### src/rtl/bts_pkg.sv
// Shared types, sizes and constants of the bilinear texture sampler.
// Every other file of the block imports this package; it depends on nothing.
`default_nettype none

package bts_pkg;

  // Texel store size; the depth is taken to be a power of two, so addresses wrap
  // by truncation.
  localparam int TEXEL_COUNT   = 4096;
  localparam int ADDR_W        = $clog2(TEXEL_COUNT);
  // Fractional bits of the incoming coordinates.
  localparam int FRACTION_BITS = 16;

  localparam int DIM_W      = 13;
  localparam int WEIGHT_W   = 16;
  localparam int CH_W       = 8;
  localparam int TEXEL_W    = 24;
  localparam int OUT_W      = 16;
  localparam int IDX_W      = 12;
  localparam int CFG_IDX_W  = 8;
  localparam int CFG_DATA_W = 16;

  // Depth of the queue between front and back.
  localparam int QDEPTH = 4;

  // Fifth root is resolved one bit per step, four register stages per step.
  localparam int ROOT_BITS = 16;
  localparam int DEC_LAT   = 3 + 4 * ROOT_BITS + 2;

  // Constant dividers done by reciprocal multiply and one correction.
  localparam int S_Q_W    = 26;
  localparam int S_DIV    = 255;
  localparam longint unsigned S_RECIP = (64'd1 << S_Q_W) / S_DIV;
  localparam int LIN_Q_W  = 20;
  localparam int LIN_DIV  = 1292;
  localparam longint unsigned LIN_RECIP = (64'd1 << LIN_Q_W) / LIN_DIV;
  localparam int PW_Q_W   = 27;
  localparam int PW_DIV   = 1055;
  localparam longint unsigned PW_RECIP = (64'd1 << PW_Q_W) / PW_DIV;

  typedef logic [DIM_W-1:0]    dim_t;
  typedef logic [ADDR_W-1:0]   addr_t;
  typedef logic [TEXEL_W-1:0]  texel_t;
  typedef logic [WEIGHT_W-1:0] weight_t;

  // Configuration register indexes.
  localparam logic [CFG_IDX_W-1:0] CFG_WIDTH  = CFG_IDX_W'(0);
  localparam logic [CFG_IDX_W-1:0] CFG_HEIGHT = CFG_IDX_W'(1);

  // What the back part does with a queued beat.
  typedef enum logic [1:0] {
    KIND_WRITE,
    KIND_SAMPLE,
    KIND_EMPTY
  } kind_t;

  typedef struct packed {
    kind_t   kind;
    addr_t   addr00;
    addr_t   addr10;
    addr_t   addr01;
    addr_t   addr11;
    weight_t tx;
    weight_t ty;
    texel_t  texel;
  } qent_t;

endpackage

`default_nettype wire

### src/rtl/bts_if.sv
// Handshake interfaces of the sampler: request, result and configuration.
// Depends on bts_pkg for field widths.
`default_nettype none

interface bts_in_if;
  import bts_pkg::*;
  logic                     valid;
  logic                     ready;
  logic                     opcode;
  logic signed [31:0]       u_coord;
  logic signed [31:0]       v_coord;
  logic [IDX_W-1:0]         texel_index;
  logic [CH_W-1:0]          texel_red;
  logic [CH_W-1:0]          texel_green;
  logic [CH_W-1:0]          texel_blue;
  modport source (output valid, opcode, u_coord, v_coord, texel_index,
                  texel_red, texel_green, texel_blue, input ready);
  modport sink (input valid, opcode, u_coord, v_coord, texel_index,
                texel_red, texel_green, texel_blue, output ready);
endinterface


`default_nettype wire

### src/rtl/bts_front.sv
// Front part: accepts beats, wraps and splits coordinates, forms texel addresses.
// Depends on bts_pkg and the bts_in_if interface.
`default_nettype none

module bts_front (
  input  logic           clk,
  input  logic           rst,
  bts_in_if.sink         req,
  input  bts_pkg::dim_t  tex_width,
  input  bts_pkg::dim_t  tex_height,
  output logic           q_valid,
  input  logic           q_ready,
  output bts_pkg::qent_t q_data
);
  import bts_pkg::*;

  localparam int F = FRACTION_BITS;

  logic en;

  logic           f1_vld, f1_op, f1_emp;
  logic [F-1:0]   f1_uf;
  logic [F:0]     f1_vf;
  logic [IDX_W-1:0] f1_idx;
  texel_t         f1_texel;

  logic           f2_vld, f2_op, f2_emp;
  dim_t           f2_x0, f2_y0;
  weight_t        f2_tx, f2_ty;
  logic [IDX_W-1:0] f2_idx;
  texel_t         f2_texel;

  logic           f3_vld, f3_op, f3_emp;
  dim_t           f3_x0, f3_x1;
  logic [2*DIM_W-1:0] f3_row0, f3_row1;
  weight_t        f3_tx, f3_ty;
  logic [IDX_W-1:0] f3_idx;
  texel_t         f3_texel;

  logic           f4_vld;
  qent_t          f4_ent;

  logic [F+DIM_W-1:0]  pu;
  logic [F+DIM_W:0]    pv;
  logic [F+15:0]       wu, wv;
  logic [DIM_W:0]      xp, yp;
  dim_t                x1, y1;
  logic [31:0]         a00, a10, a01, a11, widx;

  // The whole front advances unless its last stage holds a beat the queue refuses.
  assign en        = !f4_vld || q_ready;
  assign req.ready = en;
  assign q_valid   = f4_vld;
  assign q_data    = f4_ent;

  // Valid bits.
  always_ff @(posedge clk) begin
    if (rst) begin
      f1_vld <= 1'b0;
      f2_vld <= 1'b0;
      f3_vld <= 1'b0;
      f4_vld <= 1'b0;
    end else if (en) begin
      f1_vld <= req.valid;
      f2_vld <= f1_vld;
      f3_vld <= f2_vld;
      f4_vld <= f3_vld;
    end
  end

  // Capture the beat; keep only the coordinate fractions and flip v.
  always_ff @(posedge clk) begin
    if (en) begin
      f1_op    <= req.opcode;
      f1_emp   <= (tex_width == '0) || (tex_height == '0);
      f1_uf    <= req.u_coord[F-1:0];
      f1_vf    <= ((F+1)'(1) << F) - {1'b0, req.v_coord[F-1:0]};
      f1_idx   <= req.texel_index;
      f1_texel <= {req.texel_blue, req.texel_green, req.texel_red};
    end
  end

  // Scale by size minus one, then split into position and weight.
  always_comb begin
    pu = (F+DIM_W)'(f1_uf) * (F+DIM_W)'(tex_width - 1'b1);
    pv = (F+DIM_W+1)'(f1_vf) * (F+DIM_W+1)'(tex_height - 1'b1);
    wu = {pu[F-1:0], 16'b0};
    wv = {pv[F-1:0], 16'b0};
  end

  always_ff @(posedge clk) begin
    if (en) begin
      f2_op    <= f1_op;
      f2_emp   <= f1_emp;
      f2_x0    <= pu[F +: DIM_W];
      f2_y0    <= pv[F +: DIM_W];
      f2_tx    <= wu[F +: WEIGHT_W];
      f2_ty    <= wv[F +: WEIGHT_W];
      f2_idx   <= f1_idx;
      f2_texel <= f1_texel;
    end
  end

  // Clamp the neighbors at the last column and row, and form row offsets.
  always_comb begin
    xp = (DIM_W+1)'(f2_x0) + 1'b1;
    yp = (DIM_W+1)'(f2_y0) + 1'b1;
    x1 = (xp < (DIM_W+1)'(tex_width))  ? xp[DIM_W-1:0] : tex_width - 1'b1;
    y1 = (yp < (DIM_W+1)'(tex_height)) ? yp[DIM_W-1:0] : tex_height - 1'b1;
  end

  always_ff @(posedge clk) begin
    if (en) begin
      f3_op    <= f2_op;
      f3_emp   <= f2_emp;
      f3_x0    <= f2_x0;
      f3_x1    <= x1;
      f3_row0  <= (2*DIM_W)'(f2_y0) * (2*DIM_W)'(tex_width);
      f3_row1  <= (2*DIM_W)'(y1) * (2*DIM_W)'(tex_width);
      f3_tx    <= f2_tx;
      f3_ty    <= f2_ty;
      f3_idx   <= f2_idx;
      f3_texel <= f2_texel;
    end
  end

  // Final addresses, wrapped to the store depth.
  always_comb begin
    a00  = 32'(f3_row0) + 32'(f3_x0);
    a10  = 32'(f3_row0) + 32'(f3_x1);
    a01  = 32'(f3_row1) + 32'(f3_x0);
    a11  = 32'(f3_row1) + 32'(f3_x1);
    widx = 32'(f3_idx);
  end

  always_ff @(posedge clk) begin
    if (en) begin
      f4_ent.texel <= f3_texel;
      f4_ent.tx    <= f3_tx;
      f4_ent.ty    <= f3_ty;
      f4_ent.addr10 <= a10[ADDR_W-1:0];
      f4_ent.addr01 <= a01[ADDR_W-1:0];
      f4_ent.addr11 <= a11[ADDR_W-1:0];
      if (!f3_op) begin
        f4_ent.kind   <= KIND_WRITE;
        f4_ent.addr00 <= widx[ADDR_W-1:0];
      end else begin
        f4_ent.kind   <= f3_emp ? KIND_EMPTY : KIND_SAMPLE;
        f4_ent.addr00 <= a00[ADDR_W-1:0];
      end
    end
  end

endmodule

`default_nettype wire

### src/flat_wrapper.sv
// flat-port wrapper written by rule: the top's interface ports become plain ports
module bts_front_flat import bts_pkg::*;
  (clk, rst, tex_width, tex_height, q_valid, q_ready, q_data, req_valid, req_opcode, req_u_coord, req_v_coord, req_texel_index, req_texel_red, req_texel_green, req_texel_blue, req_ready);
  bts_in_if req_i ();
  input  logic clk;
  input  logic rst;
  input  bts_pkg::dim_t tex_width;
  input  bts_pkg::dim_t tex_height;
  output logic q_valid;
  input  logic q_ready;
  output bts_pkg::qent_t q_data;
  input wire logic [$bits(req_i.valid)-1:0] req_valid;
  input wire logic [$bits(req_i.opcode)-1:0] req_opcode;
  input wire logic [$bits(req_i.u_coord)-1:0] req_u_coord;
  input wire logic [$bits(req_i.v_coord)-1:0] req_v_coord;
  input wire logic [$bits(req_i.texel_index)-1:0] req_texel_index;
  input wire logic [$bits(req_i.texel_red)-1:0] req_texel_red;
  input wire logic [$bits(req_i.texel_green)-1:0] req_texel_green;
  input wire logic [$bits(req_i.texel_blue)-1:0] req_texel_blue;
  output wire logic [$bits(req_i.ready)-1:0] req_ready;
  assign req_i.valid = req_valid;
  assign req_i.opcode = req_opcode;
  assign req_i.u_coord = req_u_coord;
  assign req_i.v_coord = req_v_coord;
  assign req_i.texel_index = req_texel_index;
  assign req_i.texel_red = req_texel_red;
  assign req_i.texel_green = req_texel_green;
  assign req_i.texel_blue = req_texel_blue;
  assign req_ready = req_i.ready;
  bts_front u_core (.clk(clk), .rst(rst), .req(req_i), .tex_width(tex_width), .tex_height(tex_height), .q_valid(q_valid), .q_ready(q_ready), .q_data(q_data));
endmodule
### config.mk
export PLATFORM = sky130hd
export DESIGN_NAME = bts_front_flat
export DESIGN_NICKNAME = d
export VERILOG_FILES = /design/src/rtl/bts_pkg.sv /design/src/rtl/bts_if.sv /design/src/rtl/bts_front.sv /design/src/flat_wrapper.sv
export SDC_FILE = /design/constraint.sdc
export NUM_CORES = 2
export LEC_CHECK = 0
export BUFFER_PORTS_ARGS = -buffer_cell sky130_fd_sc_hd__clkbuf_2
export CELL_PAD_IN_SITES_DETAIL_PLACEMENT = 1
export CELL_PAD_IN_SITES_GLOBAL_PLACEMENT = 2
export CORE_MARGIN = 3
export CORE_UTILIZATION = 30
export CTS_BUF_LIST = sky130_fd_sc_hd__clkbuf_4
export DETAILED_ROUTE_END_ITERATION = 16
export PLACE_DENSITY_LB_ADDON = 0.1
export SYNTH_ARGS = -nofsm -noshare
export SYNTH_HDL_FRONTEND = slang
export SYNTH_SLANG_ARGS = --single-unit
export TNS_END_PERCENT = 30
### constraint.sdc
create_clock -name clk -period 13.7 [get_ports clk]
set_input_delay 1.37 -clock clk [delete_from_list [all_inputs] [get_ports clk]]
set_output_delay 1.37 -clock clk [all_outputs]
set_load 0.05 [all_outputs]
After elaboration in Yosys (flattened, before gate mapping)
Cells that the tools add are included.

Flip-flop bits (word level): 395. Bits of input ports: 131. Output and inout bits: 108. Logic and storage cells: 62.

$add $sub $neg: 11. Multiply operators: 4. $lt $le $gt $ge: 2. Mux-type cells: 4. Reductions and logical operators: 5.

Operators with widths (number): $add 12x12->12 (4); $mul 17x30->29 (1); $mul 16x29->29 (1); $add 13x1->14 const B (2); $lt 14x13->1 (2); $sub 13x1->14 const B (2); $logic_not 13->1 (2); $mul 13x13->12 (2); $mux 12 (2); $sub 17x16->17 const A (1); $mux 13 (1); $sub 13x1->13 const B (1); $sub 12x1->12 const B (1); $logic_or 1x1->1 (2); $mux 2 (1); $logic_not 1->1 (1).

Longest topological paths before layout
Depth in word-level cells: 4. Depth in mapped cells: 31. Mapped depth without buffers: 30.

Worst setup path after synthesis
Ideal clock, no wire load.

Kind: input to output. Start: input port q_ready. End: output port req_ready. Arrival: 12.555 ns. Data required time: 12.330 ns. Setup slack: -0.225 ns. Stages on the path: 2. Path buffers: 1. Path through: nand2b_1 clkbuf_1.

Word-level cells in the longest chain between the ends: 1.

Ends and longest elaborated chain: from (decl) (RTL line flat_wrapper.sv:10) `input logic q_ready;`; $logic_or 1x1->1 (RTL line bts_front.sv:51) `assign en = !f4_vld || q_ready;`; to (decl) (RTL line flat_wrapper.sv:20) `output wire logic [$bits(req_i.ready)-1:0] req_ready;`.

No other way between the ends.

Worst setup path in the final report
Start: input port tex_width[0]. End: register u_core.f2_x0[11] (data pin).

Word-level cells in the longest chain between the ends: 2.

Ends and longest elaborated chain: from (decl) (RTL line flat_wrapper.sv:7) `input bts_pkg::dim_t tex_width;`; $sub 13x1->14 (RTL line bts_front.sv:85) `pu = (F+DIM_W)'(f1_uf) * (F+DIM_W)'(tex_width - 1'b1);`; $mul 16x29->29 (RTL line bts_front.sv:85); net u_core.pu[27] (RTL line bts_front.sv:43) `logic [F+DIM_W-1:0] pu;`; to (signal assigned) (RTL line bts_front.sv:95) `f2_x0 <= pu[F +: DIM_W];`; to (decl) (RTL line bts_front.sv:28) `dim_t f2_x0, f2_y0;`.

The timed path passes the listed nets, and every way through them passes these cells. A chain may end at the register's enable or synchronous reset.

==> impl_summary.txt <==
----------------------------------------------------
[Clock tree]
  Count of hold buffers inserted by post-cts repair ... 0
  Count of cells resized by post-cts repair ... 0
  Buffers from clock root to sink, at most ... 3
  Root buffer selected by CTS ... sky130_fd_sc_hd__clkbuf_4
  TritonCTS Buffers ... about 110
  TritonCTS clock tree ... done
  Post-CTS setup-driven buffer insertion count ... 0
  Maximum level of the CTS H-tree ... 3
  Number of sinks on the clock net ... slightly below 400
  Insertion delay of the later-clocked pin in the worst-skew pair ... 1.02 ns
  Clock slew at reported path FFs ... around 0.06 ns

[Timing]
  Final Worst Setup Slack ... approximately 5 ns
  Skew final ... 0.0891 ns
  Accumulated negative setup slack ... 0 ns
  RSZ-0062 raised after global routing ... no
  Number of failing setup endpoints in the final timing report ... 0
  Minimum period implied by the final worst setup slack ... roughly 8.6 ns
  Pins Over Slew Limit ... 0
  Maximum clock frequency ... about 120 MHz
  Relative slew slack ... 0.333
  Endpoints failing hold ... 0
  Hold slack final ... 0.391 ns
  Worst-margin pin slew ... 1.00 ns
  Tcrit/Tclk final ... 0.624

[Finish]
  Fraction of layout cells with a size suffix above 1 ... 0.124
  Register area ... roughly 12000 µm²
  Final-layout fill cell count ... 13662
  Area growth, synth to finish ... 11.8%
  Total area of multi-input combinational cells ... 22100 µm²
  Finished Cell Area ... a little over 40000 µm²
  Final net count ... about 4600

[Floorplanning]
  Std cell rows ... 128
  Count of boundary I/O pins ... 239
  Area of the core ... roughly 120000 µm²
  Die footprint ... 128000 µm²
  Initial Util ... 0.303
  Die X ... 358 µm
  Die height ... 358 µm

[Route]
  Number of DRC violations after detailed-routing iteration 0 ... ~980
  Number of search-and-repair iterations in the first detailed-routing pass ... 5
  Via count ... between 20000 and 25000
  Routed length per placed instance ... approximately 20 µm
  DR DRC count ... 0
  Count of nets left with antenna violations after detail routing ... 0
  Vias per cell ... 4.47
  Total Wirelength ... 104000 µm

[Yosys]
  Cells after Synth ... about 3400
  Yosys warning count ... 0
  Number of enable-type register cells in the synthesized netlist ... ~390
  Net count after synthesis ... 4299
  Share of the yosys chip area belonging to registers ... 0.319
  Cell type with the highest aggregate area in the netlist ... sky130_fd_sc_hd__edfxtp_1
  Top cells by count, synth ... sky130_fd_sc_hd__inv_1, sky130_fd_sc_hd__fa_1, sky130_fd_sc_hd__edfxtp_1
  Post-synth cell types ... 70
  Area share of the largest cell type after synthesis ... 0.317
  #FFs+latches synth ... about 400
  Ys async rst share ... 0
  Post-synthesis cell area ... ~37000 µm²
  Most frequent cell after synthesis ... sky130_fd_sc_hd__inv_1
  Most used flip-flop cell after synthesis ... sky130_fd_sc_hd__edfxtp_1
  Top post-synthesis cells by area ... sky130_fd_sc_hd__edfxtp_1, sky130_fd_sc_hd__fa_1, sky130_fd_sc_hd__ha_1
  Per-instance average area after synthesis ... 11.0 µm²

[Outcome]
  Run status ... finished clean

[Critical path]
  Largest fanout on the critical path ... 16
  WP data arrival ... around 9 ns
  Launching instance or port of the critical path ... tex_width[0]
  Crit path required time ... roughly 14 ns
  Number of buffer and inverter stages on the critical path ... 8
  Crit path launch type ... input pin
  Worst Path Class, Setup ... in -> reg
  Worst setup EP type ... flip-flop
  Critical register-to-register path startpoint ... u_core.f2_y0[4]$_DFFE_PP_
  Slowest cell on the critical path ... sky130_fd_sc_hd__fa_1
  Biggest cell delay along the critical path ... between 0.5 and 0.6 ns
  Cell family with most CP delay ... adder cells

[Placed design]
  Detail Placement HPWL ... approximately 80000 µm
  Placer's final routability congestion estimate ... 0.772
  Worst setup slack before clock tree synthesis ... 4.09 ns
  Total of buffers placed on input and output ports ... 206
  Post-placement cell area ... 40100 µm²

[GRT]
  Global-route wire length before repair ... between 150000 and 200000 µm
  Vias in the first global route ... between 20000 and 30000
  Total global-route track usage ... 0.167
  Maximum number of pins on one net before global-route repair ... 174
  Antenna violations before repair ... 12
  Remaining Overflow, GRT ... 0

[Min path]
  Class of the tightest hold or removal check ... reg -> reg
  Hold_sp ... u_core.f2_texel[8]$_DFFE_PP_

[Run]
  Total of max-cap violations ... 0

----------------------------------------------------
-- worst reg2reg max path: cells and delay by family (launching register included) --
kind / cells / cell delay [ns]
flops: 1 / 0.72
fa+ha+maj: 7 / 2.89
simple gates: 7 / 1.11
mux: 1 / 0.43
compound gates: 6 / 1.09
buf+inv: 4 / 0.37
xor+xnor: 4 / 1.13
-- routing by layer --
metal / GRT usage / vias up / routed length (µm)
li1: - / 11023 / -
met4: 0.0417 / 2 / 1860
met2: 0.282 / 332 / 49800
met1: 0.225 / 12386 / 48200
met3: 0.0265 / 99 / 3850
met5: 0 / - / 17
-- state kept, by name, summed over array words and instances (netlist names), 12 cells and up --
signal / cells
u_core.f2_tx: 16
u_core.f2_texel: 24
u_core.f2_x0: 13
u_core.f3_x1: 12
u_core.f1_vf: 17
u_core.f1_uf: 16
u_core.f2_ty: 16
u_core.q_data: 106
u_core.f1_idx: 12
u_core.f3_idx: 12
u_core.f3_ty: 16
u_core.f3_x0: 12
u_core.f3_row0: 12
u_core.f2_idx: 12
u_core.f3_texel: 24
u_core.f3_tx: 16
u_core.f1_texel: 24
u_core.f3_row1: 12
u_core.f2_y0: 13
-- final timing paths --
path,endpoint,slack (ns),cells past startpoint
setup / recovery,u_core.f2_x0[11]$_DFFE_PP_,5.15,29
hold / removal,u_core.f3_texel[8]$_DFFE_PP_,0.39,0
setup reg to reg,u_core.f3_row1[11]$_DFFE_PP_,5.62,29
hold reg to reg,u_core.f3_texel[8]$_DFFE_PP_,0.39,0
-- through the flow --
step | utilization | instances
floorplan | - | 3364
global placement | 0.328 | 5130
detailed placement | 0.328 | 5130
CTS | 0.339 | 5321
global route | 0.339 | 5327
finish | 0.339 | 5333
-- cells in the final DEF, fill, tap and decap left out, drive strengths merged, types with 26 or more instances in the layout --
cell    instances
buf            38
a21o           35
clkinv         29
and2          225
o21ai          58
inv           731
edfxtp        391
fa            547
xnor2         169
ha            257
a21oi          63
nand2         375
nor3           26
clkbuf        364
xor2           38
nor2           77
nor2b          52
-- cell families (layout without fill, tap and decap cells) --
logic type	Yosys count	count (layout)	synth area share
buffers and inverters	831	1163	0.0847
AND/OR/NAND/NOR	856	856	0.114
XOR/XNOR	209	209	0.0501
flip-flops	395	395	0.319
other	0	12	0
AO/OA/AOI/OAI	235	235	0.0408
adder cells (fa/ha/maj)	804	804	0.382
multiplexers	34	34	0.0101
-- area by class of cell --
class / instances / area share
tap: 1625 / 0.0490
multi-input combinational: 2138 / 0.534
clock buffer: 158 / 0.0286
timing repair buffer: 244 / 0.0320
antenna: 12 / 0.000724
inverter: 728 / 0.0659
clock inverter: 33 / 0.00480
sequential: 395 / 0.285
Power is not shown: default switching activity piles up to over one toggle a cycle in this logic, so the estimate is an artifact.
