### src/rtl/bts_pkg.sv
// Shared types, sizes and constants of the bilinear texture sampler.
// Every other file of the block imports this package; it depends on nothing.
`default_nettype none

package bts_pkg;

  // Texel store size; the depth is taken to be a power of two, so addresses wrap
  // by truncation.
  localparam int TEXEL_COUNT   = 4096;
  localparam int ADDR_W        = $clog2(TEXEL_COUNT);
  // Fractional bits of the incoming coordinates.
  localparam int FRACTION_BITS = 16;

  localparam int DIM_W      = 13;
  localparam int WEIGHT_W   = 16;
  localparam int CH_W       = 8;
  localparam int TEXEL_W    = 24;
  localparam int OUT_W      = 16;
  localparam int IDX_W      = 12;
  localparam int CFG_IDX_W  = 8;
  localparam int CFG_DATA_W = 16;

  // Depth of the queue between front and back.
  localparam int QDEPTH = 4;

  // Fifth root is resolved one bit per step, four register stages per step.
  localparam int ROOT_BITS = 16;
  localparam int DEC_LAT   = 3 + 4 * ROOT_BITS + 2;

  // Constant dividers done by reciprocal multiply and one correction.
  localparam int S_Q_W    = 26;
  localparam int S_DIV    = 255;
  localparam longint unsigned S_RECIP = (64'd1 << S_Q_W) / S_DIV;
  localparam int LIN_Q_W  = 20;
  localparam int LIN_DIV  = 1292;
  localparam longint unsigned LIN_RECIP = (64'd1 << LIN_Q_W) / LIN_DIV;
  localparam int PW_Q_W   = 27;
  localparam int PW_DIV   = 1055;
  localparam longint unsigned PW_RECIP = (64'd1 << PW_Q_W) / PW_DIV;

  typedef logic [DIM_W-1:0]    dim_t;
  typedef logic [ADDR_W-1:0]   addr_t;
  typedef logic [TEXEL_W-1:0]  texel_t;
  typedef logic [WEIGHT_W-1:0] weight_t;

  // Configuration register indexes.
  localparam logic [CFG_IDX_W-1:0] CFG_WIDTH  = CFG_IDX_W'(0);
  localparam logic [CFG_IDX_W-1:0] CFG_HEIGHT = CFG_IDX_W'(1);

  // What the back part does with a queued beat.
  typedef enum logic [1:0] {
    KIND_WRITE,
    KIND_SAMPLE,
    KIND_EMPTY
  } kind_t;

  typedef struct packed {
    kind_t   kind;
    addr_t   addr00;
    addr_t   addr10;
    addr_t   addr01;
    addr_t   addr11;
    weight_t tx;
    weight_t ty;
    texel_t  texel;
  } qent_t;

endpackage

`default_nettype wire

### src/rtl/bts_queue.sv
// Short queue that decouples the front part from the back part.
// Depends on bts_pkg for the entry type and depth.
`default_nettype none

module bts_queue (
  input  logic           clk,
  input  logic           rst,
  input  logic           push_valid,
  output logic           push_ready,
  input  bts_pkg::qent_t push_data,
  output logic           pop_valid,
  input  logic           pop_ready,
  output bts_pkg::qent_t pop_data
);
  import bts_pkg::*;

  localparam int QP_W = $clog2(QDEPTH);

  qent_t           mem [QDEPTH];
  logic [QP_W-1:0] wr_ptr;
  logic [QP_W-1:0] rd_ptr;
  logic [QP_W:0]   count;
  logic            do_push;
  logic            do_pop;

  assign push_ready = (count != (QP_W+1)'(QDEPTH));
  assign pop_valid  = (count != '0);
  assign pop_data   = mem[rd_ptr];
  assign do_push    = push_valid && push_ready;
  assign do_pop     = pop_valid && pop_ready;

  // Entry storage.
  always_ff @(posedge clk) begin
    if (do_push) begin
      mem[wr_ptr] <= push_data;
    end
  end

  // Pointers and fill count.
  always_ff @(posedge clk) begin
    if (rst) begin
      wr_ptr <= '0;
      rd_ptr <= '0;
      count  <= '0;
    end else begin
      if (do_push) begin
        wr_ptr <= wr_ptr + 1'b1;
      end
      if (do_pop) begin
        rd_ptr <= rd_ptr + 1'b1;
      end
      if (do_push && !do_pop) begin
        count <= count + 1'b1;
      end else if (do_pop && !do_push) begin
        count <= count - 1'b1;
      end
    end
  end

endmodule

`default_nettype wire

### config.mk
export PLATFORM = sky130hd
export DESIGN_NAME = bts_queue
export DESIGN_NICKNAME = d
export VERILOG_FILES = /design/src/rtl/bts_pkg.sv /design/src/rtl/bts_queue.sv
export SDC_FILE = /design/constraint.sdc
export NUM_CORES = 1
export LEC_CHECK = 0
export BUFFER_PORTS_ARGS = -buffer_cell sky130_fd_sc_hd__buf_4
export CORE_ASPECT_RATIO = 1.1
export CORE_MARGIN = 2
export CORE_UTILIZATION = 35
export DETAILED_ROUTE_END_ITERATION = 12
export SLEW_MARGIN = 5
export SYNTH_ARGS = -nofsm -noshare
export SYNTH_HDL_FRONTEND = slang
export SYNTH_SLANG_ARGS = --single-unit
export TNS_END_PERCENT = 30
### constraint.sdc
create_clock -name clk -period 5.5 [get_ports clk]
set_clock_uncertainty 0.2 [all_clocks]
set_input_delay 1.1 -clock clk [delete_from_list [all_inputs] [get_ports clk]]
set_output_delay 1.1 -clock clk [all_outputs]
set_load 0.01 [all_outputs]
# After elaboration in Yosys (flattened, before gate mapping)
# Memory sizes are Yosys's and may differ from the RTL's. A register that Yosys moved wholly into a read port is not among the register bits.
# Cells that the tools add are included.
# word_totals
output_inout_bits,108
rom_bits,0
n_memories,1
ff_bits,7
ramBits,424
latch_bits,0
# mem_list
memory,depth,width,read_ports,rd_clocked_by_memory_dff,write_ports,line,rtl
mem,4,106,1,1,1,bts_queue.sv:19,qent_t mem [QDEPTH];
# classes
muxes,6
shifts,0
eq_ne,1
bitwise_logic,0
reduce_logical,8
magnitude_cmp,0
multipliers,0
div,0
n_addsub,4
# op_table
cell,n
3-bit 2-to-1 mux,2
2-bit by 1-bit adder with 2-bit output (second input constant),2
1-bit logical AND,4
2-bit 2-to-1 mux,2
3-bit by 1-bit adder with 3-bit output (second input constant),1
3-bit != test (second input constant),1
3-bit nonzero test,1
3-bit by 1-bit subtractor with 3-bit output (second input constant),1
1-bit logical NOT,2
1-bit 2-to-1 mux,2
2-bit nonzero test,1

# Depth between registers and ports, before layout
# Gate-level depths: netlist of the first run.
# logic_depth
ltp_word,6
mapped_depth,8

# Least setup slack after synthesis of the first run
# Ideal clock, no wire load.
# synth_path
path_type,input -> register
start,input push_valid
end,"memory mem[0][0] (netlist bit), enable pin"
path_buffers,0
setup_slack_ns,0.968
setup_ns,0.477
cell_stages,2
t_required_ns,4.823
arrival_ns,3.855
cell_sequence,a21boi_2 -> and2_1
# synth_via
elab_chain_cells,3
# synth_rtl
item,line,rtl
start: declaration,bts_queue.sv:8,"input logic push_valid,"
1-bit logical AND,bts_queue.sv:29,assign do_push = push_valid && push_ready;
1-bit 2-to-1 mux,bts_queue.sv:34,if (do_push) begin
1-bit 2-to-1 mux (implied by the code),bts_queue.sv:35,mem[wr_ptr] <= push_data;
end: declaration,bts_queue.sv:19,
# Every way passes these cells.

==> metrics.md, run 1 <==
| Metric | Value |
|---|---|
| Mapped Cells | 602 |
| Final Hold Viols | 0 |
| CP required | 4.20 ns |
| Placement Rows | 81 |
| Syn_nets | 718 |
| Nets | 966 |
| Worst setup EP type | output pin |
| Drt pass-1 iters | 4 |
| Inserted Diodes | 0 |
| Worst VDD drop | 0.3065 mV |
| Clk pin slew, worst setup/hold paths | 0.06 ns |
| Critical Path Slowest Stage Cell | dfxtp_4 |
| Port bufs | 217 |
| Arrival time worst endpoint | 2.63 ns |
| CTS tree | yes |
| Flop and latch count out of synthesis | 433 |
| H-Tree Depth | 2 |
| Total GRT Usage | 13.10% |
| Post-DP HPWL | 17.23 mm |
| Routed vias | 7,015 |
| Initial DRC count | 437 |
| Warnings, synthesis | 0 |
| Sequential share of power | 45.2% |
| Core ar. | 0.04449 mm^2 |
| TritonCTS buffer count | 45 |
| Hold worst-path end | wr_ptr[1]$_SDFFE_PP0P_ |
| Pwr Density | 473.1 mW/mm^2 |
| Final setup fails | 0 |
| Share of layout cells above drive strength 1 | 45.70% |
| Final Slew Violations | 0 |
| Outcome | finished clean |
| Worst-margin pin slew | 0.9766 ns |
| Drt via density | 4.788 |
| Global route overflow | 0 |
| Net Sw Frac | 25.74% |
| R2R Path End | mem[3][82]$_DFFE_PP_ |
| Die height | 226.5 um |
| Layout Utilization | 43.88% |
| Avg Cell Area, Syn | 26.17 um^2 |
| Hold Path Cell Cnt | 2 |
| CP Cell Sequence | buf_12, mux4_2, buf_4 |
| Seq/Total Area, Yosys | 81.96% |
| Internal power | 6.859 mW |
| Drt total wl | 30.57 mm |
| Post-CTS Resized | 0 |
| Setup TNS Final | 0 ns |
| Area delta synth->final | 23.92% |
| Number of global-route vias before repair | 7,427 |
| Setup bufs post-CTS | 0 |
| Delay of the slowest critical-path stage | 0.87 ns |
| Psw | 2.378 mW |
| Setup Slack @ Placement | 2.051 ns |
| CP startpoint kind | flop |
| Hold Crit Start | wr_ptr[1]$_SDFFE_PP0P_ |
| Worst-Skew Late Latency | 0.55 ns |
| Maximum root-to-sink buffer count | 3 |
| Comb power frac | 23.4% |
| Detail Route Antenna Nets | 0 |
| Clock root buffer | clkbuf_16 |
| Final Non-Filler Cells | 1,465 |
| Largest net degree at the start of global routing | 74 |
| Clock Power Share | 31.4% |
| Dpl cells | 1,384 |
| Final GP Congestion | 0.6665 |
| DRC | 0 |
| Cts-stage hold buffer count | 0 |
| Clk sink count | 433 |
| Top Ports | 218 |
| Slew HR | 34.89% |
| Worst R2R Setup Slack | 2.78 ns |
| Post-synthesis cell type count | 23 |
| Number of antenna violations at the first check in global routing | 1 |
| Width of the die | 206.3 um |
| Routed WL per cell | 20.87 um |
| Setup slack after layout | 1.566 ns |
| First-pass GRT wire length | 44.88 mm |
| Max-cap viol count | 0 |
| Crit Path Class | flop to output pin |
| Pleak | 6.465 nW |
| Tmin final | 3.934 ns |
| Hold Slack | 0.3174 ns |
| Worst r2r path cells | 4 |
| R2r startpoint | count[0]$_SDFFE_PP0P_ |
| Die ar. | 0.04673 mm^2 |
| Maximum fanout along the worst path | 41 |
| Worst hold path class | flop to flop |
| Fin crit share | 71.52% |
| Maximum clock frequency | 0.2542 GHz |
| Mapped cell area | 0.01575 mm^2 |
| RSZ-0062 raised after global routing | no |
| Initial Util | 35.41% |
==> through the flow <==
stage	power [mW]	instance area, um^2
floorplan	5.499	15750
global placement	6.453	18110
detailed placement	6.478	18110
CTS	9.416	19520
global route	9.662	19520
finish	9.236	19520
==> cells in the mapped netlist, drive strengths merged <==
| cell | instances | area share (%) |
|---|---|---|
| nor2 | 8 | 0.19 |
| o21ai | 1 | 0.032 |
| nand2 | 1 | 0.024 |
| ha | 5 | 0.40 |
| mux4 | 106 | 15 |
| or3 | 2 | 0.079 |
| mux2i | 2 | 0.13 |
| dfxtp | 9 | 1.1 |
| fa | 1 | 0.13 |
| inv | 3 | 0.071 |
| clkbuf | 7 | 0.17 |
| o311ai | 1 | 0.056 |
| nand2b | 2 | 0.079 |
| edfxtp | 424 | 81 |
| and2 | 4 | 0.16 |
| mux2 | 1 | 0.071 |
| o31ai | 1 | 0.048 |
| xor2 | 4 | 0.22 |
| buf | 18 | 0.93 |
| a21boi | 1 | 0.071 |
| a21oi | 1 | 0.032 |
==> area by class of cell <==
| type | instances | area, um^2 |
|---|---|---|
| timing repair buffer | 226 | 1784 |
| multi-input combinational | 141 | 2668 |
| fill | 3777 | 24970 |
| sequential | 433 | 12920 |
| inverter | 3 | 11.26 |
| clock buffer | 52 | 1195 |
| tap | 581 | 726.9 |
| clock inverter | 29 | 217.7 |
==> kinds of logic (layout without fill, tap and decap cells) <==
logic type,Yosys count,after routing,share of synthesized area (%)
flops,433,433,81.96
mux,109,109,15.35
buf+inv,28,310,1.168
simple gates,17,17,0.5321
fa+ha+maj,6,6,0.5242
compound gates,5,5,0.2382
xor+xnor,4,4,0.2224
==> flip-flops by register name, indices dropped and copies added (netlist names), named ones only <==
signal	count
count	3
mem	424
rd_ptr	2
wr_ptr	2
==> worst max-delay path, delay by kind of cell, from the launching register on <==
family | cells | cell delay (ns)
muxes | 1 | 0.59
DFF | 1 | 0.87
buffers and inverters | 2 | 0.58
==> how the worst max path moves through the flow <==
stage / slack [ns] / endpoint / start / depth (start not counted)
4_1_cts: 1.43 / pop_data[75] / flop / 3
3_5_place_dp: 2.05 / pop_data[75] / flop / 3
6_report: 1.57 / pop_data[59] / flop / 3
2_1_floorplan: 0.97 / mem[0][0]$_DFFE_PP_ / push_valid / 2
3_3_place_gp: 2.07 / pop_data[75] / flop / 3
5_1_grt: 1.35 / pop_data[75] / flop / 3
==> metal layers <==
layer	wire length, um	part of all wire, %	global-route usage, %
met2	14630	48	20.81
met1	12710	42	16.67
met3	2636	8.6	5.217
met5	13	0.043	0
met4	584	1.9	3.710
==> power by group through the flow <==
stage / Clock, mW / Combinational [mW] / Sequential [mW]
CTS: 3.00 / 2.23 / 4.19
floorplan: 0 / 1.34 / 4.16
global route: 3.11 / 2.33 / 4.22
global placement: 0 / 2.21 / 4.24
finish: 2.90 / 2.16 / 4.18
detailed placement: 0 / 2.22 / 4.26
==> layout by cell type (no fill, tap or decap), types with 2 or more instances in the layout <==
master	count
clkinv_1	12
nand2b_1	2
bufinv_16	3
mux4_2	106
inv_1	3
xor2_1	4
dfxtp_4	2
and2_4	4
or3_1	2
buf_4	219
clkinvlp_4	2
nor2_1	8
dfxtp_1	7
edfxtp_1	424
clkbuf_16	47
clkbuf_1	5
mux2i_1	2
clkinv_2	10
ha_1	5
buf_12	7
Note: power is estimated with default switching activity, not from simulation.
==> run 2, diff against run 1 <==
- clock period: 5.5 -> 4.13 ns (I/O delays scaled with it)
==> run 2 against run 1 <==
Net effect:
- routed wire length up 3.7%
- flip-flop and latch count unchanged
- final area up 1.2%
- power up 37%
- critical path depth unchanged
- hold slack worse by 0.055 ns
- global-route usage up 0.55 points
- setup slack worse by 0.99 ns
- register-to-register slack worse by 1.2 ns
- count of clock-buffer cells in the layout up 9
- largest power group unchanged
==> metrics.md, run 2 (synthesized netlist as in run 1, its figures left out) <==
| Metric | Value |
|---|---|
| Total GRT Usage | 13.65% (+0.55 points) |
| Global route overflow | 0 (unchanged) |
| CP required | 3.10 ns (-1.10 ns) |
| Fillers | 3,754 (-0.61%) |
| CP startpoint kind | flop |
| Detail Route Antenna Nets | 0 (unchanged) |
| Final Slew Violations | 0 (unchanged) |
| Worst setup EP type | output pin |
| Hold Slack | 0.2621 ns (-0.05533 ns) |
| Top Ports | 218 (unchanged) |
| Slew HR | 49.59% (+15 points) |
| Maximum clock frequency | 0.2813 GHz |
| Layout Utilization | 44.42% (+0.54 points) |
| Width of the die | 206.3 um (unchanged) |
| Crit Path Class | flop to output pin |
| Max reg flops | 424 (unchanged) |
| Largest net degree at the start of global routing | 57 (-23%) |
| Max-cap viol count | 0 (unchanged) |
| Drt total wl | 31.70 mm (+3.7%) |
| Pleak | 6.573 nW (+1.7%) |
| Worst-margin pin slew | 0.7562 ns (-0.2204 ns) |
| Largest Register | mem |
| Share of layout cells above drive strength 1 | 46.38% (+0.68 points) |
| Placement Rows | 81 (unchanged) |
| H-Tree Depth | 2 (unchanged) |
| DRC | 0 (unchanged) |
| Routed vias | 7,070 (+0.78%) |
| Regs by FF count | mem: 424 flops, count: 3 flops |
| Setup bufs post-CTS | 0 (unchanged) |
| R2r startpoint | count[0]$_SDFFE_PP0P_ |
| Pwr Density | 640.0 mW/mm^2 (+35%) |
| Hold worst-path end | mem[2][9]$_DFFE_PP_ |
| Post-CTS Resized | 0 (unchanged) |
| Nets | 977 (+1.1%) |
| Initial DRC count | 436 (-0.23%) |
| Clk sink count | 433 (unchanged) |
| Hold Path Cell Cnt | 1 (-1) |
| TritonCTS buffer count | 46 (+2.2%) |
| Worst VDD drop | 0.3768 mV (+23%) |
| Cts-stage hold buffer count | 0 (unchanged) |
| Final Non-Filler Cells | 1,482 (+1.2%) |
| Worst R2R Setup Slack | 1.59 ns (-1.19 ns) |
| Core ar. | 0.04449 mm^2 (unchanged) |
| Worst hold path class | primary input to flop |
| DP Area | 0.01821 mm^2 (+0.55%) |
| Clock root buffer | clkbuf_16 |
| CP dominant cell by count | buf_4 |
| Final instance area | 0.01976 mm^2 (+1.2%) |
| Port bufs | 217 (unchanged) |
| Area delta synth->final | 25.45% |
| CTS tree | yes |
| Final GP Congestion | 0.7114 (+6.7%) |
| Worst-Skew Late Latency | 0.56 ns (about the same) |
| Critical Path Slowest Stage Cell | dfxtp_4 |
| Dpl cells | 1,394 (+0.72%) |
| CP Cell Sequence | buf_4, mux4_2, buf_4 |
| Most common cell after layout, fill and taps aside | edfxtp_1 |
| Routed WL per cell | 21.39 um (+2.5%) |
| Drt pass-1 iters | 4 (unchanged) |
| Worst r2r path cells | 4 (unchanged) |
| Hold Crit Start | push_data[9] |
| Initial Util | 35.41% (unchanged) |
| Final Hold Viols | 0 (unchanged) |
| Setup TNS Final | 0 ns (unchanged) |
| Fin crit share | 86.07% |
| R2R Path End | mem[3][75]$_DFFE_PP_ |
| Outcome | finished clean |
| Number of global-route vias before repair | 7,532 (+1.4%) |
| RSZ-0062 raised after global routing | no |
| First-pass GRT wire length | 46.77 mm (+4.2%) |
| Tmin final | 3.555 ns |
| Maximum root-to-sink buffer count | 3 (unchanged) |
| Final setup fails | 0 (unchanged) |
| Clk pin slew, worst setup/hold paths | 0.06 ns (about the same) |
| Delay of the slowest critical-path stage | 0.85 ns (-0.02 ns) |
| Drt via density | 4.771 (-0.37%) |
| Maximum fanout along the worst path | 31 (-24%) |
| Die height | 226.5 um (unchanged) |
| Die ar. | 0.04673 mm^2 (unchanged) |
| Post-DP HPWL | 19.77 mm (+15%) |
| Arrival time worst endpoint | 2.53 ns (-0.10 ns) |
| Commonest cells after routing, fill and taps aside | edfxtp_1 (424), buf_4 (227), mux4_2 (106) |
| Number of antenna violations at the first check in global routing | 5 (+4) |
run 2: cell count changes in the layout (fill, tap and decap cells not counted), sizes merged:
cell / previous run / this run
bufinv: 3 / 5
diode: 0 / 2
clkbuf: 52 / 61
buf: 226 / 236
clkinvlp: 2 / 4
clkinv: 23 / 15
run 2: worst max-delay path by stage:
stage,from,end,slack [ns],cells after the start
2_1_floorplan,push_valid,mem[1][0]$_DFFE_PP_,-0.13,2
3_3_place_gp,flop,pop_data[53],1.10,3
3_5_place_dp,flop,pop_data[103],1.06,3
4_1_cts,flop,pop_data[103],0.43,3
5_1_grt,flop,pop_data[103],0.36,3
6_report,flop,pop_data[58],0.58,3
run 2: worst max-delay path: cells and delay by family, from the launching register on:
kind                   cells  cell delay (ns)
buffers and inverters      2             0.56
muxes                      1             0.55
DFF                        1             0.85
run 2: per-layer routing:
layer,routed length [um],share of wire (%),vias up,GRT usage [%]
li1,-,-,3120,-
met1,13170,42,3683,17.70
met2,14780,47,213,20.98
met3,3119,9.8,48,5.950
met4,587,1.9,6,3.733
met5,39,0.12,-,0
run 2: layout make-up:
type	count	area (um^2)	share of cell area, %
Timing Repair Buffer	236	1884	9.535
Multi-Input combinational cell	141	2668	13.50
Clock inverter	25	256.5	1.298
Tap cell	581	726.9	3.678
Antenna cell	2	5.005	0.02532
Inverter	3	11.26	0.05698
Clock buffer	61	1291	6.534
Sequential cell	433	12920	65.38
run 2: power breakdown:
| group | switching, mW | total, mW | internal [mW] |
|---|---|---|---|
| Sequential | 0.218 | 5.55 | 5.33 |
| Clock | 1.62 | 4.13 | 2.51 |
| Combinational | 1.37 | 2.96 | 1.59 |
run 2: metrics by stage:
stage | total power [mW] | setup WS (ns)
6_report | 12.65 | 0.5754
5_1_grt | 13.24 | 0.3604
4_1_cts | 12.90 | 0.4267
3_5_place_dp | 8.719 | 1.063
3_3_place_gp | 8.683 | 1.096
2_1_floorplan | 7.317 | -0.1277
==> run 3, diff against run 2 <==
- REMOVE_ABC_BUFFERS: not set -> 1
==> run 3 against run 2 <==
Net effect:
- count of clock-buffer cells in the layout up 3
- fmax up 5.6%
- setup slack better by 0.19 ns
- die area unchanged
- sequential share of layout area up 0.53 points
- first-iteration DRC count down 14%
- critical path type unchanged
==> metrics.md, run 3 (synthesized netlist as in run 1, its figures left out) <==
| Metric | Value |
|---|---|
| H-Tree Depth | 2 (unchanged) |
| Total GRT Usage | 13.38% (-0.27 points) |
| Width of the die | 206.3 um (unchanged) |
| Worst setup EP type | output pin |
| Die height | 226.5 um (unchanged) |
| Internal power | 9.133 mW (-3.3%) |
| Slew HR | 57.87% (+8.3 points) |
| Crit Path Class | flop to output pin |
| Inserted Diodes | 0 (-2) |
| CP startpoint kind | flop |
| Maximum root-to-sink buffer count | 3 (unchanged) |
| Fillers | 3,791 (+0.99%) |
| Largest Register | mem |
| Worst hold path class | primary input to flop |
| Psw | 3.140 mW (-2.1%) |
| Regs by FF count | mem: 424 flops, count: 3 flops |
| Hold Path Cell Cnt | 1 (unchanged) |
| Worst-margin pin slew | 0.6320 ns (-0.1242 ns) |
| Commonest cells after routing, fill and taps aside | edfxtp_1 (424), buf_4 (224), mux4_2 (106) |
| Worst R2R Setup Slack | 1.63 ns (+0.04 ns) |
| Worst-Skew Late Latency | 0.56 ns (about the same) |
| Share of layout cells above drive strength 1 | 45.58% (-0.81 points) |
| CTS tree | yes |
| Max-cap viol count | 0 (unchanged) |
| Arrival time worst endpoint | 2.34 ns (-0.19 ns) |
| Tot Pwr | 12.27 mW (-3.0%) |
| Max reg flops | 424 (unchanged) |
| Final GP Congestion | 0.6682 (-6.1%) |
| Net Sw Frac | 25.58% (+0.23 points) |
| Drt via density | 4.788 (+0.36%) |
| Hold Crit Start | push_data[98] |
| Placement Rows | 81 (unchanged) |
| Tmin final | 3.367 ns (-0.1873 ns) |
| Maximum clock frequency | 0.2970 GHz (+5.6%) |
| Outcome | finished clean |
| Post-CTS Resized | 0 (unchanged) |
| CP required | 3.10 ns (about the same) |
| Clock root buffer | clkbuf_16 |
| R2R Path End | count[2]$_SDFFE_PP0P_ |
| Worst VDD drop | 0.4509 mV (+20%) |
| Global route overflow | 0 (unchanged) |
| Initial Util | 35.41% (unchanged) |
| Die ar. | 0.04673 mm^2 (unchanged) |
| Comb power frac | 24.0% (+0.6 points) |
| Nets | 975 (-0.20%) |
| Number of antenna violations at the first check in global routing | 1 (-4) |
| Hold worst-path end | mem[3][98]$_DFFE_PP_ |
| Final Hold Viols | 0 (unchanged) |
| Sequential share of power | 45.0% (+1.1 points) |
| Port bufs | 217 (unchanged) |
| Routed WL per cell | 21.02 um (-1.7%) |
| Cts-stage hold buffer count | 0 (unchanged) |
| Number of global-route vias before repair | 7,561 (+0.39%) |
| Maximum fanout along the worst path | 34 (+9.7%) |
| Most common cell after layout, fill and taps aside | edfxtp_1 |
| Pwr Density | 626.0 mW/mm^2 (-2.2%) |
| Drt pass-1 iters | 4 (unchanged) |
| Final Slew Violations | 0 (unchanged) |
| Detail Route Antenna Nets | 0 (unchanged) |
| Drt total wl | 30.99 mm (-2.2%) |
| Worst r2r path cells | 8 (+4) |
| Largest net degree at the start of global routing | 48 (-16%) |
| Hold Slack | 0.2654 ns (+0.003325 ns) |
| Post-DP HPWL | 18.09 mm (-8.5%) |
| Pleak | 6.499 nW (-1.1%) |
| Fin crit share | 81.53% (-4.5 points) |
| Setup bufs post-CTS | 0 (unchanged) |
| TritonCTS buffer count | 46 (unchanged) |
| RSZ-0062 raised after global routing | no |
| Clk sink count | 433 (unchanged) |
| Routed vias | 7,057 (-0.18%) |
| Top Ports | 218 (unchanged) |
| Final setup fails | 0 (unchanged) |
| Clk pin slew, worst setup/hold paths | 0.06 ns (about the same) |
| Initial DRC count | 377 (-14%) |
| Clock Power Share | 31.0% (-1.7 points) |
| Layout Utilization | 44.06% (-0.36 points) |
| DRC | 0 (unchanged) |
| Core ar. | 0.04449 mm^2 (unchanged) |
| Area delta synth->final | 24.44% |
| First-pass GRT wire length | 46.17 mm (-1.3%) |
| R2r startpoint | count[0]$_SDFFE_PP0P_ |
## run 3: final cells by class
type	instances	area, um^2	area share (%)
timing repair buffer	234	1882	9.599
tap	581	726.9	3.708
inverter	3	11.26	0.05744
multi-input combinational	141	2668	13.61
sequential	433	12920	65.91
clock buffer	64	1282	6.542
clock inverter	18	113.9	0.5808
## run 3: through the flow
| stage | worst slack (ns) | instances | TNS (ns) | instance area (um^2) |
|---|---|---|---|---|
| after CTS | 0.6405 | 1474 | 0 | 19600 |
| after floorplan | -1.991 | 577 | -265.38 | 15580 |
| after global routing | 0.5732 | 1474 | 0 | 19600 |
| after global placement | 1.253 | 1392 | 0 | 18210 |
| final | 0.7627 | 1474 | 0 | 19600 |
| after detailed placement | 1.235 | 1392 | 0 | 18210 |
## run 3: critical path: stages (launching register included)
cell,delay (ns)
dfxtp_4,0.67
buf_12,0.34
mux4_2,0.57
buf_4,0.16
## run 3: worst max path at each step
| stage | slack [ns] | from | to |
|---|---|---|---|
| final | 0.76 | flop | pop_data[43] |
| after global routing | 0.57 | flop | pop_data[98] |
| after CTS | 0.64 | flop | pop_data[103] |
| after detailed placement | 1.23 | push_valid | mem[2][22]$_DFFE_PP_ |
| after global placement | 1.25 | push_valid | mem[2][22]$_DFFE_PP_ |
| after floorplan | -1.99 | flop | pop_data[0] |
## run 3: per-layer routing
metal | share of wire, % | GRT usage (%) | up-vias
li1 | - | - | 3108
met1 | 43 | 17.18 | 3706
met2 | 49 | 22.05 | 188
met3 | 5.8 | 3.320 | 53
met4 | 2.3 | 4.931 | 2
met5 | 0.039 | 0 | -
## run 3: power groups by stage
stage          logic, mW  registers, mW  clock network [mW]
6_report            2.95           5.52                3.80
5_1_grt             3.18           5.57                4.08
4_1_cts             3.05           5.54                3.93
3_5_place_dp        3.04           5.63                   0
3_3_place_gp        3.04           5.61                   0
2_1_floorplan       1.56           5.79                   0
